===== config.mk =====
export PLATFORM = sky130hd
export DESIGN_NAME = lbpm_axis
export DESIGN_NICKNAME = d
export VERILOG_FILES = /design/src/letterbox_point_mapper_top_defines.svh /design/src/lbpm_pkg.sv /design/src/lbpm_axis.sv
export SDC_FILE = /design/constraint.sdc
export NUM_CORES = 2
export LEC_CHECK = 0
export ABC_AREA = 0
export ABC_CLOCK_PERIOD_IN_PS = 9600
export BUFFER_PORTS_ARGS = -buffer_cell sky130_fd_sc_hd__clkbuf_2
export CAP_MARGIN = 20
export CORE_ASPECT_RATIO = 0.75
export CORE_MARGIN = 1
export CORE_UTILIZATION = 60
export CTS_CLUSTER_DIAMETER = 80
export DETAILED_ROUTE_END_ITERATION = 10
export HOLD_SLACK_MARGIN = 0.03
export PLACE_DENSITY_LB_ADDON = 0.05
export SYNTH_ARGS = -nofsm -noshare
export SYNTH_HDL_FRONTEND = slang
export SYNTH_SLANG_ARGS = --single-unit

===== constraint.sdc =====
create_clock -name clock -period 9.6 [get_ports clock]
set_clock_uncertainty 0.15 [all_clocks]
set_input_delay 2.88 -clock clock [delete_from_list [all_inputs] [get_ports clock]]
set_output_delay 2.88 -clock clock [all_outputs]
set_load 0.02 [all_outputs]

===== src/letterbox_point_mapper_top_defines.svh =====
// ----------------------------------------------------------------------------
// Letterbox point mapper assertion macros
// Concurrent assertion wrappers shared by the RTL files of the block. Defining
// ASSERT_OFF compiles every use of them away.
// ----------------------------------------------------------------------------
`ifndef LETTERBOX_POINT_MAPPER_TOP_DEFINES_SVH
`define LETTERBOX_POINT_MAPPER_TOP_DEFINES_SVH

`ifndef ASSERT_OFF
// Property checked on every rising edge, switched off while reset is high.
`define LBPM_ASSERT(lbl, clk, rst, prop, msg) \
   lbl: assert property (@(posedge clk) disable iff (rst) prop) else $error(msg);
// Property checked on every rising edge, reset included.
`define LBPM_ASSERT_ALWAYS(lbl, clk, prop, msg) \
   lbl: assert property (@(posedge clk) prop) else $error(msg);
`else
`define LBPM_ASSERT(lbl, clk, rst, prop, msg)
`define LBPM_ASSERT_ALWAYS(lbl, clk, prop, msg)
`endif

`endif


===== src/lbpm_pkg.sv =====
`timescale 1ns / 1ps
// ----------------------------------------------------------------------------
// Letterbox point mapper package
// Default widths, reset sizes, register indexes, fit sequencer states and the
// width helpers shared by the fit unit, the axis pipelines and the top level.
// ----------------------------------------------------------------------------
package lbpm_pkg;

   localparam int COORD_BITS_DEF    = 16;
   localparam int SIZE_BITS_DEF     = 14;

   localparam int RESET_REAL_WIDTH  = 1920;
   localparam int RESET_REAL_HEIGHT = 1080;
   localparam int RESET_USER_WIDTH  = 1920;
   localparam int RESET_USER_HEIGHT = 1080;

   localparam int CSR_INDEX_BITS    = 2;
   localparam int PIPE_STAGES       = 6;

   typedef enum logic [CSR_INDEX_BITS-1:0] {
      CSR_REAL_WIDTH  = 2'd0,
      CSR_REAL_HEIGHT = 2'd1,
      CSR_USER_WIDTH  = 2'd2,
      CSR_USER_HEIGHT = 2'd3
   } csr_index_type;

   typedef enum logic [2:0] {
      FIT_PROD,
      FIT_SEL,
      FIT_DIV_SIZE,
      FIT_DIV_OFF,
      FIT_DIV_FWD,
      FIT_DIV_BWD,
      FIT_DONE
   } fit_state_type;

   // Width of a point magnitude: a full coordinate or a clamped fitted position.
   function automatic int mag_bits(int coord_bits, int size_bits);
      return (coord_bits > size_bits) ? coord_bits : size_bits;
   endfunction

   // Width of the rounding dividend 2*mag*n + d, also the reciprocal precision.
   function automatic int recip_bits(int coord_bits, int size_bits);
      return mag_bits(coord_bits, size_bits) + size_bits + 1;
   endfunction

endpackage


===== src/lbpm_axis.sv =====
`timescale 1ns / 1ps
// ----------------------------------------------------------------------------
// Letterbox axis pipeline
// Six-stage datapath mapping one coordinate: offset and clamp, rounding
// dividend, reciprocal multiply, remainder correction and saturation.
// ----------------------------------------------------------------------------
module lbpm_axis
   import lbpm_pkg::*;
#(
   parameter int COORD_BITS = COORD_BITS_DEF,
   parameter int SIZE_BITS  = SIZE_BITS_DEF
) (
   input  logic                                           clock,
   input  logic [PIPE_STAGES-1:0]                         stage_en,
   input  logic                                           func,
   input  logic signed [COORD_BITS-1:0]                   pos,
   input  logic [SIZE_BITS-2:0]                           off,
   input  logic [SIZE_BITS-1:0]                           fit,
   input  logic [SIZE_BITS-1:0]                           ratio_num,
   input  logic [SIZE_BITS-1:0]                           ratio_den,
   input  logic [recip_bits(COORD_BITS, SIZE_BITS)-1:0]   recip_fwd,
   input  logic [recip_bits(COORD_BITS, SIZE_BITS)-1:0]   recip_bwd,
   output logic signed [COORD_BITS-1:0]                   result
);

   localparam int SW = SIZE_BITS;
   localparam int MW = mag_bits(COORD_BITS, SIZE_BITS);
   localparam int K  = recip_bits(COORD_BITS, SIZE_BITS);
   localparam int W1 = MW + 2;
   localparam int VW = K + 2;
   localparam logic signed [VW-1:0] SAT_HI = {{(VW-COORD_BITS+1){1'b0}}, {(COORD_BITS-1){1'b1}}};
   localparam logic signed [VW-1:0] SAT_LO = {{(VW-COORD_BITS+1){1'b1}}, {(COORD_BITS-1){1'b0}}};

   // Stage 1: offset removal and clamp, or magnitude of the point.
   logic signed [W1-1:0] pos_w, off_w, fit_w, diff_w, v_shift, v_clamp, pos_abs;
   logic [MW-1:0]        mag1_in, mag1_ff;
   logic                 neg1_in, neg1_ff, func1_ff;

   assign pos_w   = W1'(pos);
   assign off_w   = $signed(W1'(off));
   assign fit_w   = $signed(W1'(fit));
   assign diff_w  = pos_w - off_w;
   assign v_shift = (pos_w <= off_w) ? '0 : diff_w;
   assign v_clamp = (v_shift >= fit_w) ? fit_w - W1'(1) : v_shift;
   assign pos_abs = pos_w[W1-1] ? -pos_w : pos_w;
   assign mag1_in = func ? v_clamp[MW-1:0] : pos_abs[MW-1:0];
   assign neg1_in = !func && pos[COORD_BITS-1];

   // Stage 2: rounding dividend N = 2*mag*n + d.
   logic [SW-1:0]    n_sel, d_sel;
   logic [MW+SW-1:0] prod2;
   logic [K-1:0]     n2_in, n2_ff;
   logic             neg2_ff, func2_ff;

   assign n_sel = func1_ff ? ratio_den : ratio_num;
   assign d_sel = func1_ff ? ratio_num : ratio_den;
   assign prod2 = (MW+SW)'(mag1_ff) * (MW+SW)'(n_sel);
   assign n2_in = {prod2, 1'b0} + K'(d_sel);

   // Stage 3: quotient estimate from the reciprocal of 2*d.
   logic [K-1:0]   m_sel, q3_in, q3_ff, n3_ff;
   logic [2*K-1:0] prod3;
   logic           neg3_ff, func3_ff;

   assign m_sel = func2_ff ? recip_bwd : recip_fwd;
   assign prod3 = (2*K)'(n2_ff) * (2*K)'(m_sel);
   assign q3_in = prod3[2*K-1:K];

   // Stage 4: estimate times divisor.
   logic [SW:0]     d4;
   logic [K+SW:0]   prod4;
   logic [K-1:0]    qd4_ff, q4_ff, n4_ff;
   logic            neg4_ff, func4_ff;

   assign d4    = {(func3_ff ? ratio_num : ratio_den), 1'b0};
   assign prod4 = (K+SW+1)'(q3_ff) * (K+SW+1)'(d4);

   // Stage 5: the estimate is low by at most one; the remainder settles it.
   logic [SW:0]  d5;
   logic [K-1:0] rem5, q5_in, q5_ff;
   logic         neg5_ff, func5_ff;

   assign d5    = {(func4_ff ? ratio_num : ratio_den), 1'b0};
   assign rem5  = n4_ff - qd4_ff;
   assign q5_in = q4_ff + K'(rem5 >= K'(d5));

   // Stage 6: sign, band offset and saturation.
   logic signed [VW-1:0]   q_s, val_s, sum_s;
   logic [SW-2:0]          off_add;
   logic [COORD_BITS-1:0]  out_in, out_ff;

   assign q_s     = $signed({2'b00, q5_ff});
   assign val_s   = neg5_ff ? -q_s : q_s;
   assign off_add = func5_ff ? '0 : off;
   assign sum_s   = val_s + $signed({{(VW-SW+1){1'b0}}, off_add});

   always_comb begin
      if (sum_s > SAT_HI) begin
         out_in = SAT_HI[COORD_BITS-1:0];
      end else if (sum_s < SAT_LO) begin
         out_in = SAT_LO[COORD_BITS-1:0];
      end else begin
         out_in = sum_s[COORD_BITS-1:0];
      end
   end

   always_ff @(posedge clock) begin
      if (stage_en[0]) begin
         mag1_ff  <= mag1_in;
         neg1_ff  <= neg1_in;
         func1_ff <= func;
      end
      if (stage_en[1]) begin
         n2_ff    <= n2_in;
         neg2_ff  <= neg1_ff;
         func2_ff <= func1_ff;
      end
      if (stage_en[2]) begin
         q3_ff    <= q3_in;
         n3_ff    <= n2_ff;
         neg3_ff  <= neg2_ff;
         func3_ff <= func2_ff;
      end
      if (stage_en[3]) begin
         qd4_ff   <= prod4[K-1:0];
         q4_ff    <= q3_ff;
         n4_ff    <= n3_ff;
         neg4_ff  <= neg3_ff;
         func4_ff <= func3_ff;
      end
      if (stage_en[4]) begin
         q5_ff    <= q5_in;
         neg5_ff  <= neg4_ff;
         func5_ff <= func4_ff;
      end
      if (stage_en[5]) begin
         out_ff   <= out_in;
      end
   end

   assign result = $signed(out_ff);

endmodule


==> metrics.yaml <==
status:
  outcome: "finished, violations left"
  violations: "setup timing"
floorplanning:
  coreArea_sq_um: 104000
  io-pin-count: 157
  die_y_microns: 282
  placementRows: 102
  die_area_sq_um: 106000
  chipWidth_microns: 376
  initial_core_util_pct: 60.8
drt:
  routed_wl_microns: 168000
  ant_nets: 0
  drtIter0Drc: 3567
  vias: 46800
  drt-pass1-iter-count: 6
  via_per_inst: 5.60
  drc: 0
  wl_per_cell_microns: 20.1
cells_and_area:
  multi_input_area_sq_um: 49900
  syn_to_final_growth_pct: 10.3
  layout-drive-gt1-share_pct: 12.1
  regArea_sq_um: 7750
  nFillCells: 8491
  nets: 8827
yosys:
  yosys_warnings: 0
  synthDistinctLibCells: 80
  yosysSeqAreaShare_pct: 12.3
  ys_async_sr_fraction_pct: 0
  ys_seq_elements: 258
  synth_edf_count: 258
  netlist_instances: 6636
  syn-num-nets: 8534
  syn_area_sq_um: 62900
  synth_flop_cell: "edfxtp_1"
  avgSynthCellArea_sq_um: 9.48
worst_setup_path:
  crit_required_ns: 9.76
  setup.worst_path.end_class: "flop"
  path_class: "input port to flop"
  crit_end: "q3_ff[30]"
  worst_ep_arrival_time_ns: 10.22
  rr_endpoint: "q3_ff[30]"
  cp-start-kind: "input port"
  rr_startpoint: "n2_ff[12]"
  worstSetupStartpoint: "recip_fwd[4]"
  r2r_cells: 25
  crit_fanout: 8
  rrSetupSlack_ns: 1.07
place:
  io_buffers: 156
  place.detailed.hpwl_microns: 138000
  place_ws_ns: -1.34
  gp_congestion: 0.928
timing:
  final.setup.worst_slack_ns: -0.459
  max_slew_margin_pct: 24.2
  post-route-min-period_ns: 10.06
  period_share_pct: 105
  setup_viol: 27
  clock.fmax_mhz: 99.4
  slew_violations: 0
  tightestPinTransition_ns: 1.14
  rsz0062_at_grt: "yes"
  hold_viol: 0
clocking:
  h-tree-depth: 1
  cts_buffer_depth: 3
  cts-buffers-inserted: 25
  cts-root-buf: "clkbuf_16"
  clk_latency_ns: 0.56
  cts_tree: "built"
  clk_pin_slew_worst_paths_ns: 0.07
  clkSinkCount: 258
global_route:
  grt_pass1_vias: 49020
  grt_max_degree: 65
  antenna_found_initial: 9
  grt_pass1_wl_microns: 273000
  grt_usage_pct: 33.1
  globalRouteOverflowTotal: 0
flow_run:
  drv_cap: 0
worst_hold_path:
  hold-path-cell-count: 0
  min_path_type: "flop to flop"
-- per-stage QoR --
step / hold WS (ns) / TNS (ns) / cells / cell area, sq um / util, %
after floorplan: 0.250 / -3.69 / 6636 / 63100 / -
after global placement: 0.251 / -34.21 / 8273 / 67600 / 65.3
after detailed placement: 0.255 / -36.72 / 8273 / 67600 / 65.3
after CTS: 0.270 / -4.96 / 8344 / 69200 / 66.8
after global routing: 0.282 / -12.54 / 8353 / 69400 / 67.0
final: 0.269 / -7.37 / 8353 / 69400 / 67.0
-- sequential cells by signal, summed over array words and instances (netlist names), 16 cells and up --
register  count
n4_ff        31
n2_ff        31
qd4_ff       30
q4_ff        31
result       16
mag1_ff      16
q5_ff        31
n3_ff        31
q3_ff        31
-- worst min-delay path by stage --
| stage | end | start |
|---|---|---|
| CTS | n4_ff[23] | n3_ff[23] |
| global placement | n4_ff[14] | n3_ff[14] |
| global route | n4_ff[13] | n3_ff[13] |
| floorplan | n4_ff[0] | n3_ff[0] |
| detailed placement | n4_ff[23] | n3_ff[23] |
| finish | n4_ff[3] | n3_ff[3] |
-- cell families (layout without fill, tap and decap cells) --
family / Yosys count / in the layout / share of synthesized area (%)
fa+ha+maj: 1757 / 1757 / 49.9
xor+xnor: 245 / 245 / 3.42
compound gates: 552 / 552 / 5.92
other cells: 0 / 2 / 0
flops: 258 / 258 / 12.3
simple gates: 2121 / 2121 / 17.0
buf+inv: 1593 / 1902 / 9.55
mux: 110 / 112 / 1.89
-- cell usage after synthesis (22+ instances only) --
master / count / share of area [%]
clkbuf_1: 297 / 1.8
fa_1: 1253 / 40
nor2_1: 164 / 0.98
and2_1: 570 / 5.7
inv_1: 1276 / 7.6
xnor2_1: 181 / 2.5
mux2_2: 69 / 1.2
and3_1: 28 / 0.28
nand4_1: 29 / 0.29
xor2_1: 63 / 0.88
edfxtp_1: 258 / 12
ha_1: 504 / 10
a21o_1: 80 / 0.95
o21ai_0: 87 / 0.69
a211oi_1: 22 / 0.26
nand2b_1: 46 / 0.46
nor3_1: 49 / 0.39
a21oi_1: 154 / 1.2
mux2i_1: 41 / 0.65
nand3_1: 62 / 0.49
nand2_1: 847 / 5.1
or3_1: 23 / 0.23
nor2b_1: 224 / 2.2
-- worst max-delay path, stage by stage --
cell       delay (ns)
clkbuf_16        0.14
mux2_4           0.39
and2_4           0.22
fa_1             0.51
fa_2             0.46
fa_1             0.52
inv_1            0.06
fa_1             0.47
inv_1            0.05
fa_1             0.49
fa_2             0.59
fa_1             0.43
fa_1             0.45
ha_1             0.29
nand4_1          0.16
a211o_1          0.30
a211o_1          0.32
buf_6            0.16
a311oi_4         0.24
buf_12           0.17
o21ai_4          0.09
a31oi_4          0.20
nor2_4           0.07
o31ai_4          0.27
a211oi_2         0.12
xnor2_1          0.13
-- metal layers --
metal / vias up / global-route usage, % / wire length [microns]
met3: 224 / 5.47 / 13800
met1: 23879 / 50.2 / 76400
li1: 21053 / - / -
met5: - / 0 / 45
met4: 6 / 6.50 / 3710
met2: 1638 / 50.3 / 73600
-- repair_timing --
item / in CTS / in global routing
setup endpoints to repair: 34 / 39
setup buffers: 26 / 7
hold buffers: 0 / 0
hold endpoints to repair: 0 / 0
pin swaps: 63 / 24
cloned: 4 / 0
gates resized for setup: 95 / 46
-- area by class of cell --
type	count	area share (%)
Antenna cell	2	0.00722
Timing Repair Buffer	580	6.25
Sequential cell	258	11.2
Multi-Input combinational cell	4787	71.9
Inverter	1277	6.91
Clock inverter	15	0.285
Clock buffer	30	0.929
Tap cell	1404	2.53
-- placed cells by master, fill, tap and decap left out, types with 22 or more instances in the layout --
cell and count:
nand4_1 29, a21o_1 80, or3_1 22, fa_1 1236, edfxtp_1 258, a21oi_1 140, clkbuf_2 150, buf_4 389
and3_1 28, nand2b_1 45, mux2i_1 33, o21ai_0 79, clkbuf_16 27, ha_1 492, nand3_1 59, nor2b_1 223
inv_1 1269, nand2_1 847, mux2_2 57, nor3_1 49, and2_1 553, xnor2_1 180, xor2_1 62, nor2_1 156
Power is not shown: default switching activity piles up to over one toggle a cycle in this logic, so the estimate is an artifact.
