### src/letterbox_point_mapper_top_defines.svh
// ----------------------------------------------------------------------------
// Letterbox point mapper assertion macros
// Concurrent assertion wrappers shared by the RTL files of the block. Defining
// ASSERT_OFF compiles every use of them away.
// ----------------------------------------------------------------------------
`ifndef LETTERBOX_POINT_MAPPER_TOP_DEFINES_SVH
`define LETTERBOX_POINT_MAPPER_TOP_DEFINES_SVH

`ifndef ASSERT_OFF
// Property checked on every rising edge, switched off while reset is high.
`define LBPM_ASSERT(lbl, clk, rst, prop, msg) \
   lbl: assert property (@(posedge clk) disable iff (rst) prop) else $error(msg);
// Property checked on every rising edge, reset included.
`define LBPM_ASSERT_ALWAYS(lbl, clk, prop, msg) \
   lbl: assert property (@(posedge clk) prop) else $error(msg);
`else
`define LBPM_ASSERT(lbl, clk, rst, prop, msg)
`define LBPM_ASSERT_ALWAYS(lbl, clk, prop, msg)
`endif

`endif

### src/lbpm_pkg.sv
`timescale 1ns / 1ps
// ----------------------------------------------------------------------------
// Letterbox point mapper package
// Default widths, reset sizes, register indexes, fit sequencer states and the
// width helpers shared by the fit unit, the axis pipelines and the top level.
// ----------------------------------------------------------------------------
package lbpm_pkg;

   localparam int COORD_BITS_DEF    = 16;
   localparam int SIZE_BITS_DEF     = 14;

   localparam int RESET_REAL_WIDTH  = 1920;
   localparam int RESET_REAL_HEIGHT = 1080;
   localparam int RESET_USER_WIDTH  = 1920;
   localparam int RESET_USER_HEIGHT = 1080;

   localparam int CSR_INDEX_BITS    = 2;
   localparam int PIPE_STAGES       = 6;

   typedef enum logic [CSR_INDEX_BITS-1:0] {
      CSR_REAL_WIDTH  = 2'd0,
      CSR_REAL_HEIGHT = 2'd1,
      CSR_USER_WIDTH  = 2'd2,
      CSR_USER_HEIGHT = 2'd3
   } csr_index_type;

   typedef enum logic [2:0] {
      FIT_PROD,
      FIT_SEL,
      FIT_DIV_SIZE,
      FIT_DIV_OFF,
      FIT_DIV_FWD,
      FIT_DIV_BWD,
      FIT_DONE
   } fit_state_type;

   // Width of a point magnitude: a full coordinate or a clamped fitted position.
   function automatic int mag_bits(int coord_bits, int size_bits);
      return (coord_bits > size_bits) ? coord_bits : size_bits;
   endfunction

   // Width of the rounding dividend 2*mag*n + d, also the reciprocal precision.
   function automatic int recip_bits(int coord_bits, int size_bits);
      return mag_bits(coord_bits, size_bits) + size_bits + 1;
   endfunction

endpackage

### src/lbpm_fit.sv
`timescale 1ns / 1ps
// ----------------------------------------------------------------------------
// Letterbox fit unit
// Holds the size registers and recomputes the fit (ratio, fitted size, band
// offsets and both scaling reciprocals) with one shared serial divider.
// ----------------------------------------------------------------------------
module lbpm_fit
   import lbpm_pkg::*;
#(
   parameter int COORD_BITS = COORD_BITS_DEF,
   parameter int SIZE_BITS  = SIZE_BITS_DEF
) (
   input  logic                                           clock,
   input  logic                                           reset,
   input  logic                                           csr_wr_en,
   input  logic [CSR_INDEX_BITS-1:0]                      csr_index,
   input  logic [SIZE_BITS-1:0]                           csr_wdata,
   output logic                                           fit_ready,
   output logic [SIZE_BITS-1:0]                           ratio_num,
   output logic [SIZE_BITS-1:0]                           ratio_den,
   output logic [SIZE_BITS-1:0]                           fit_width,
   output logic [SIZE_BITS-1:0]                           fit_height,
   output logic [SIZE_BITS-2:0]                           off_x,
   output logic [SIZE_BITS-2:0]                           off_y,
   output logic [recip_bits(COORD_BITS, SIZE_BITS)-1:0]   recip_fwd,
   output logic [recip_bits(COORD_BITS, SIZE_BITS)-1:0]   recip_bwd
);

   localparam int SW  = SIZE_BITS;
   localparam int PW  = 2 * SW;
   localparam int VSW = SW + 1;
   localparam int K   = recip_bits(COORD_BITS, SIZE_BITS);
   localparam int DW  = K + 1;
   localparam int CW  = $clog2(DW);

   logic [SW-1:0]   real_w_ff, real_h_ff, user_w_ff, user_h_ff;
   logic [SW-1:0]   rw, rh, uw, uh;
   fit_state_type   state_ff, state_in;

   logic [PW-1:0]   prod_a_ff, prod_b_ff, diff_ff;
   logic            lt_ff;
   logic            is_lt;
   logic [SW-1:0]   num_ff, den_ff, fit_w_ff, fit_h_ff;
   logic [SW-2:0]   off_x_ff, off_y_ff;
   logic [K-1:0]    m_fwd_ff, m_bwd_ff;

   logic [VSW-1:0]  rem_ff, dvsr_ff, rem_step;
   logic [DW-1:0]   quo_ff, quo_step, one_k;
   logic [CW-1:0]   cnt_ff;
   logic [VSW:0]    trial, div_sub;
   logic            div_ge, div_last;
   logic [SW-1:0]   size_q;

   // A size register holding zero acts as one.
   assign rw = (real_w_ff == '0) ? SW'(1) : real_w_ff;
   assign rh = (real_h_ff == '0) ? SW'(1) : real_h_ff;
   assign uw = (user_w_ff == '0) ? SW'(1) : user_w_ff;
   assign uh = (user_h_ff == '0) ? SW'(1) : user_h_ff;

   // Restoring divider: one quotient bit per cycle.
   assign trial    = {rem_ff, quo_ff[DW-1]};
   assign div_ge   = trial >= {1'b0, dvsr_ff};
   assign div_sub  = trial - {1'b0, dvsr_ff};
   assign rem_step = div_ge ? div_sub[VSW-1:0] : trial[VSW-1:0];
   assign quo_step = {quo_ff[DW-2:0], div_ge};
   assign div_last = (cnt_ff == '0);
   assign one_k    = {1'b1, {K{1'b0}}};
   assign is_lt    = prod_a_ff < prod_b_ff;
   assign size_q   = (quo_step[SW-1:0] == '0) ? SW'(1) : quo_step[SW-1:0];

   always_ff @(posedge clock) begin
      if (reset) begin
         real_w_ff <= SW'(RESET_REAL_WIDTH);
         real_h_ff <= SW'(RESET_REAL_HEIGHT);
         user_w_ff <= SW'(RESET_USER_WIDTH);
         user_h_ff <= SW'(RESET_USER_HEIGHT);
      end else if (csr_wr_en) begin
         case (csr_index_type'(csr_index))
            CSR_REAL_WIDTH:  real_w_ff <= csr_wdata;
            CSR_REAL_HEIGHT: real_h_ff <= csr_wdata;
            CSR_USER_WIDTH:  user_w_ff <= csr_wdata;
            CSR_USER_HEIGHT: user_h_ff <= csr_wdata;
            default: ;
         endcase
      end
   end

   always_ff @(posedge clock) begin
      if (reset) begin
         state_ff <= FIT_PROD;
      end else begin
         state_ff <= state_in;
      end
   end

   always_comb begin
      state_in = state_ff;
      case (state_ff)
         FIT_PROD:     state_in = FIT_SEL;
         FIT_SEL:      state_in = FIT_DIV_SIZE;
         FIT_DIV_SIZE: if (div_last) state_in = FIT_DIV_OFF;
         FIT_DIV_OFF:  if (div_last) state_in = FIT_DIV_FWD;
         FIT_DIV_FWD:  if (div_last) state_in = FIT_DIV_BWD;
         FIT_DIV_BWD:  if (div_last) state_in = FIT_DONE;
         FIT_DONE:     state_in = FIT_DONE;
         default:      state_in = FIT_PROD;
      endcase
      // Any register write restarts the fit from the top.
      if (csr_wr_en) begin
         state_in = FIT_PROD;
      end
   end

   assign fit_ready = (state_ff == FIT_DONE);

   always_ff @(posedge clock) begin
      if (reset) begin
         cnt_ff <= '0;
      end else begin
         case (state_ff)
            FIT_SEL: cnt_ff <= CW'(DW - 1);
            FIT_DIV_SIZE, FIT_DIV_OFF, FIT_DIV_FWD, FIT_DIV_BWD: begin
               cnt_ff <= div_last ? CW'(DW - 1) : cnt_ff - CW'(1);
            end
            default: ;
         endcase
      end
   end

   always_ff @(posedge clock) begin
      case (state_ff)
         FIT_PROD: begin
            prod_a_ff <= PW'(rw) * PW'(uh);
            prod_b_ff <= PW'(uw) * PW'(rh);
         end
         FIT_SEL: begin
            lt_ff  <= is_lt;
            rem_ff <= '0;
            if (is_lt) begin
               num_ff   <= rw;
               den_ff   <= uw;
               fit_w_ff <= rw;
               diff_ff  <= prod_b_ff - prod_a_ff;
               quo_ff   <= DW'(prod_a_ff);
               dvsr_ff  <= {1'b0, uw};
            end else begin
               num_ff   <= rh;
               den_ff   <= uh;
               fit_h_ff <= rh;
               diff_ff  <= prod_a_ff - prod_b_ff;
               quo_ff   <= DW'(prod_b_ff);
               dvsr_ff  <= {1'b0, uh};
            end
         end
         FIT_DIV_SIZE: begin
            rem_ff <= rem_step;
            quo_ff <= quo_step;
            if (div_last) begin
               if (lt_ff) begin
                  fit_h_ff <= size_q;
               end else begin
                  fit_w_ff <= size_q;
               end
               rem_ff  <= '0;
               quo_ff  <= DW'(diff_ff);
               dvsr_ff <= {den_ff, 1'b0};
            end
         end
         FIT_DIV_OFF: begin
            rem_ff <= rem_step;
            quo_ff <= quo_step;
            if (div_last) begin
               if (lt_ff) begin
                  off_x_ff <= '0;
                  off_y_ff <= quo_step[SW-2:0];
               end else begin
                  off_x_ff <= quo_step[SW-2:0];
                  off_y_ff <= '0;
               end
               rem_ff  <= '0;
               quo_ff  <= one_k;
               dvsr_ff <= {den_ff, 1'b0};
            end
         end
         FIT_DIV_FWD: begin
            rem_ff <= rem_step;
            quo_ff <= quo_step;
            if (div_last) begin
               m_fwd_ff <= quo_step[K-1:0];
               rem_ff   <= '0;
               quo_ff   <= one_k;
               dvsr_ff  <= {num_ff, 1'b0};
            end
         end
         FIT_DIV_BWD: begin
            rem_ff <= rem_step;
            quo_ff <= quo_step;
            if (div_last) begin
               m_bwd_ff <= quo_step[K-1:0];
            end
         end
         default: ;
      endcase
   end

   assign ratio_num  = num_ff;
   assign ratio_den  = den_ff;
   assign fit_width  = fit_w_ff;
   assign fit_height = fit_h_ff;
   assign off_x      = off_x_ff;
   assign off_y      = off_y_ff;
   assign recip_fwd  = m_fwd_ff;
   assign recip_bwd  = m_bwd_ff;

endmodule

### config.mk
export PLATFORM = sky130hd
export DESIGN_NAME = lbpm_fit
export DESIGN_NICKNAME = d
export VERILOG_FILES = /design/src/letterbox_point_mapper_top_defines.svh /design/src/lbpm_pkg.sv /design/src/lbpm_fit.sv
export SDC_FILE = /design/constraint.sdc
export NUM_CORES = 2
export LEC_CHECK = 0
export BUFFER_PORTS_ARGS = -buffer_cell sky130_fd_sc_hd__buf_2
export CELL_PAD_IN_SITES_DETAIL_PLACEMENT = 1
export CELL_PAD_IN_SITES_GLOBAL_PLACEMENT = 1
export CORE_MARGIN = 2
export CORE_UTILIZATION = 47
export CTS_CLUSTER_SIZE = 30
export DETAILED_ROUTE_END_ITERATION = 7
export PLACE_DENSITY_LB_ADDON = 0.1
export SETUP_SLACK_MARGIN = 0.5
export SLEW_MARGIN = 20
export SYNTH_ARGS = -nofsm -noshare
export SYNTH_HDL_FRONTEND = slang
export SYNTH_SLANG_ARGS = --single-unit
export TNS_END_PERCENT = 1
### constraint.sdc
create_clock -name clock -period 10 [get_ports clock]
set_clock_uncertainty 0.1 [all_clocks]
set_input_delay 1.5 -clock clock [delete_from_list [all_inputs] [get_ports clock]]
set_output_delay 1.5 -clock clock [all_outputs]
set_load 0.1 [all_outputs]
==> impl_metrics.ini <==
[status]
status = completed

[cells_and_area]
diodes = 0
post-route-util_pct = 52.6
finalNonFillerCells = 4062
design_area_mm2 = 0.0333
fin_nets = 3740
drive_gt1_share_pct = 9.79
area_delta_synth_final_pct = 10.2

[routing]
first_pass_iters = 5
antenna_left = 0
wl_met1_um = 39900
route.met3.wl_um = 5660
drc = 0
route.detailed.wl_per_inst_um = 22.9
via_per_inst = 5.60
initialDrtViolationCount = 1401
detailroute.wirelength.met2_um = 43900
routed.top_layer = met5
routed-via-count = 22800
routed_wl_um = 93200

[clock_tree]
numCtsBuffers = 43
cts_root_buf = clkbuf_16
post_cts_buffers = 0
clock_path_buffers = 3
clock_latency_ns = 0.61
cts_tree = yes
cts.sinks = 355
htreeDepth = 2
path_clk_slew_ns = 0.06
cts_hold_buffers = 0
cts_resized = 0

[placed_design]
dp_hpwl_um = 73400
place_ws_ns = 2.63
place.port_buffers = 163
globalplace.congestion = 0.902
dp_cells = 3981
placed_cell_area_mm2 = 0.0318

[synthesis]
yosys_most_used_dff = edfxtp_1
ys_types = 73
synth_warnings = 0
ys_ff_latch = 355
synth_edf_count = 291
ys_async_sr_fraction_pct = 0
syn_avg_cell_area_um2 = 9.77
synth_area_mm2 = 0.0302
ys_seq_area_share_pct = 33.2
syn_inst = 3090
syn-num-nets = 3649

[floorplanning]
start_util_pct = 47.7
core_mm2 = 0.0633
die-height_um = 257
rows = 92
die_w_um = 257
top_level_ports = 164
die_area_mm2 = 0.0663

[sta]
setup_ws_ns = 2.61
setup_viol = 0
maxSlewHeadroom_pct = 33.5
hold_violations = 0
grt_setup_unrepaired = false
timing.final.max_slew_violations = 0
tns_ns = 0
max_slew.worst_pin.slew_ns = 0.993
finalCriticalPeriod_ns = 7.39
fmax_mhz = 135
period_share_pct = 73.9
fin_hold_ws_ns = 0.357

[worst_setup_path]
worstSetupPathType = reg2reg
r2r_cells = 21
crit_top_cell = fa_1
worst_path_max_delay_cell = a41oi_2
crit_chain = nor3_1 -> a41oi_2 -> nand2b_1 -> fa_1 -> fa_1 -> inv_1 -> fa_1 -> fa_1 -> fa_1 -> inv_1 -> fa_1 -> inv_1 -> ha_1 -> a21oi_1 -> nand2_1 -> nor4_1 -> o31ai_1 -> a31oi_1 -> nor2_1 -> a21bo_2 -> xor2_1
cp.arrival_ns = 7.62
slowest_delay_ns = 0.78
path_max_fanout = 18
cp-start-kind = register
cp-end-kind = register
crit_required_ns = 10.24

[power_and_ir_drop]
p_seq_share_pct = 30.7
leakagePower_nw = 15.4
p_sw_share_pct = 42.4
clkPwrFrac_pct = 23.3
p_int_mw = 3.98
ir_worst_vdd_uv = 117
power_frac_comb_pct = 46.0
powerDensity_mw_per_mm2 = 207
finalPower_mw = 6.90
p_sw_mw = 2.93

[global_routing]
grt_pass1_vias = 24500
overflow = 0
grt_pass1_wl_um = 143000
antenna_found_initial = 3
grt_max_degree = 65
track_usage_pct = 28.2

[hold_path]
min_path_cells = 2
holdCritPathClass = reg2reg

[flow_run]
max_cap_viol_count = 0
synthesized netlist by cell type (8+ instances only):
| cell | number | area [µm²] |
|---|---|---|
| mux2i_1 | 20 | 200 |
| nor2b_1 | 37 | 231 |
| clkbuf_1 | 128 | 480 |
| buf_2 | 27 | 135 |
| o31ai_1 | 10 | 75.1 |
| nand3_1 | 10 | 50.1 |
| nor3_1 | 21 | 105 |
| a22oi_1 | 27 | 203 |
| a21oi_1 | 175 | 876 |
| nand2b_1 | 15 | 93.8 |
| edfxtp_1 | 291 | 8740 |
| o21ai_1 | 9 | 45.0 |
| nor2_1 | 112 | 420 |
| nor4_1 | 13 | 81.3 |
| fa_1 | 285 | 5710 |
| dfxtp_1 | 64 | 1280 |
| ha_1 | 255 | 3190 |
| a21o_1 | 75 | 563 |
| a31oi_1 | 12 | 75.1 |
| xor2_1 | 31 | 272 |
| inv_1 | 404 | 1520 |
| a211oi_1 | 15 | 113 |
| o21ai_0 | 81 | 405 |
| o21bai_1 | 25 | 188 |
| xnor2_1 | 58 | 508 |
| nand3b_1 | 20 | 150 |
| o211ai_1 | 8 | 60.1 |
| nand2_1 | 503 | 1890 |
| nand4_1 | 20 | 125 |
| a22o_1 | 14 | 123 |
| and2_1 | 222 | 1390 |
| o21a_1 | 11 | 82.6 |
area by class of cell:
cell class	instances	area, µm²
Fill cell	7137	30000
Multi-Input combinational cell	2169	18100
Sequential cell	355	10000
Inverter	405	1520
Clock buffer	54	1190
Timing Repair Buffer	207	1170
Tap cell	846	1060
Clock inverter	26	268
critical path: cells and delay by family (launching register included):
| family | cells | cell delay [ns] |
|---|---|---|
| compound gates | 5 | 1.77 |
| simple gates | 5 | 1.02 |
| buf+inv | 3 | 0.14 |
| flops | 1 | 0.75 |
| xor+xnor | 1 | 0.14 |
| fa+ha+maj | 7 | 3.19 |
kinds of logic after synthesis:
| group | after synthesis | synth area share, % |
|---|---|---|
| AOI/OAI and AO/OA | 522 | 11.2 |
| xor gates and xnor gates | 89 | 2.58 |
| adders and majority gates | 540 | 29.5 |
| buffers and inverters | 566 | 7.25 |
| DFF | 355 | 33.2 |
| muxes | 21 | 0.713 |
| and+or+nand+nor | 997 | 15.6 |
path summary, 6_finish.rpt:
| path | end | slack (ns) | startpoint |
|---|---|---|---|
| setup / recovery | prod_a_ff[24] | 2.61 | real_w_ff[5] |
| setup reg to reg | prod_a_ff[24] | 2.61 | real_w_ff[5] |
| hold reg to reg | user_h_ff[7] | 0.36 | user_h_ff[7] |
| hold / removal | user_h_ff[7] | 0.36 | user_h_ff[7] |
metal layers:
metal | track usage [%] | up-vias
met5 | 0 | -
met4 | 10.9 | 2
met3 | 4.73 | 147
met2 | 46.0 | 643
met1 | 37.7 | 11600
li1 | - | 10400
layout by cell type (no fill, tap or decap), types with 6 or more instances in the layout:
| master | n |
|---|---|
| o21bai_1 | 24 |
| nor2_1 | 110 |
| clkbuf_16 | 45 |
| a21o_1 | 75 |
| nor2b_1 | 37 |
| and2_1 | 222 |
| xnor2_1 | 58 |
| a22o_1 | 14 |
| o21a_1 | 11 |
| nand3_1 | 10 |
| nor4_1 | 13 |
| nor3_1 | 19 |
| mux2i_1 | 20 |
| buf_2 | 163 |
| clkinv_2 | 10 |
| nand4_1 | 20 |
| dfxtp_1 | 64 |
| inv_1 | 403 |
| a21oi_1 | 173 |
| a22oi_1 | 27 |
| xor2_1 | 31 |
| nand3b_1 | 20 |
| a211oi_1 | 15 |
| ha_1 | 255 |
| a31oi_1 | 12 |
| and3_1 | 6 |
| o31ai_1 | 10 |
| nand2b_1 | 15 |
| edfxtp_1 | 291 |
| o21ai_0 | 81 |
| a221oi_1 | 6 |
| o211ai_1 | 8 |
| fa_1 | 285 |
| buf_4 | 43 |
| o21ai_1 | 9 |
| nand2_1 | 502 |
| clkbuf_1 | 6 |
flip-flops by register name (all words and copies together) (netlist names), 15 cells and up:
register   cells
rem_ff        15
recip_bwd     31
recip_fwd     31
diff_ff       28
prod_b_ff     28
dvsr_ff       15
quo_ff        32
prod_a_ff     28
power by group through the flow:
stage / Combinational, mW / Sequential (mW) / Clock, mW
detailed placement: 3.13 / 2.15 / 0
floorplan: 2.14 / 2.18 / 0
global route: 3.48 / 2.14 / 1.69
global placement: 3.05 / 2.14 / 0
finish: 3.18 / 2.12 / 1.61
CTS: 3.16 / 2.12 / 1.65
No activity file was read; power rests on OpenSTA's default activity.
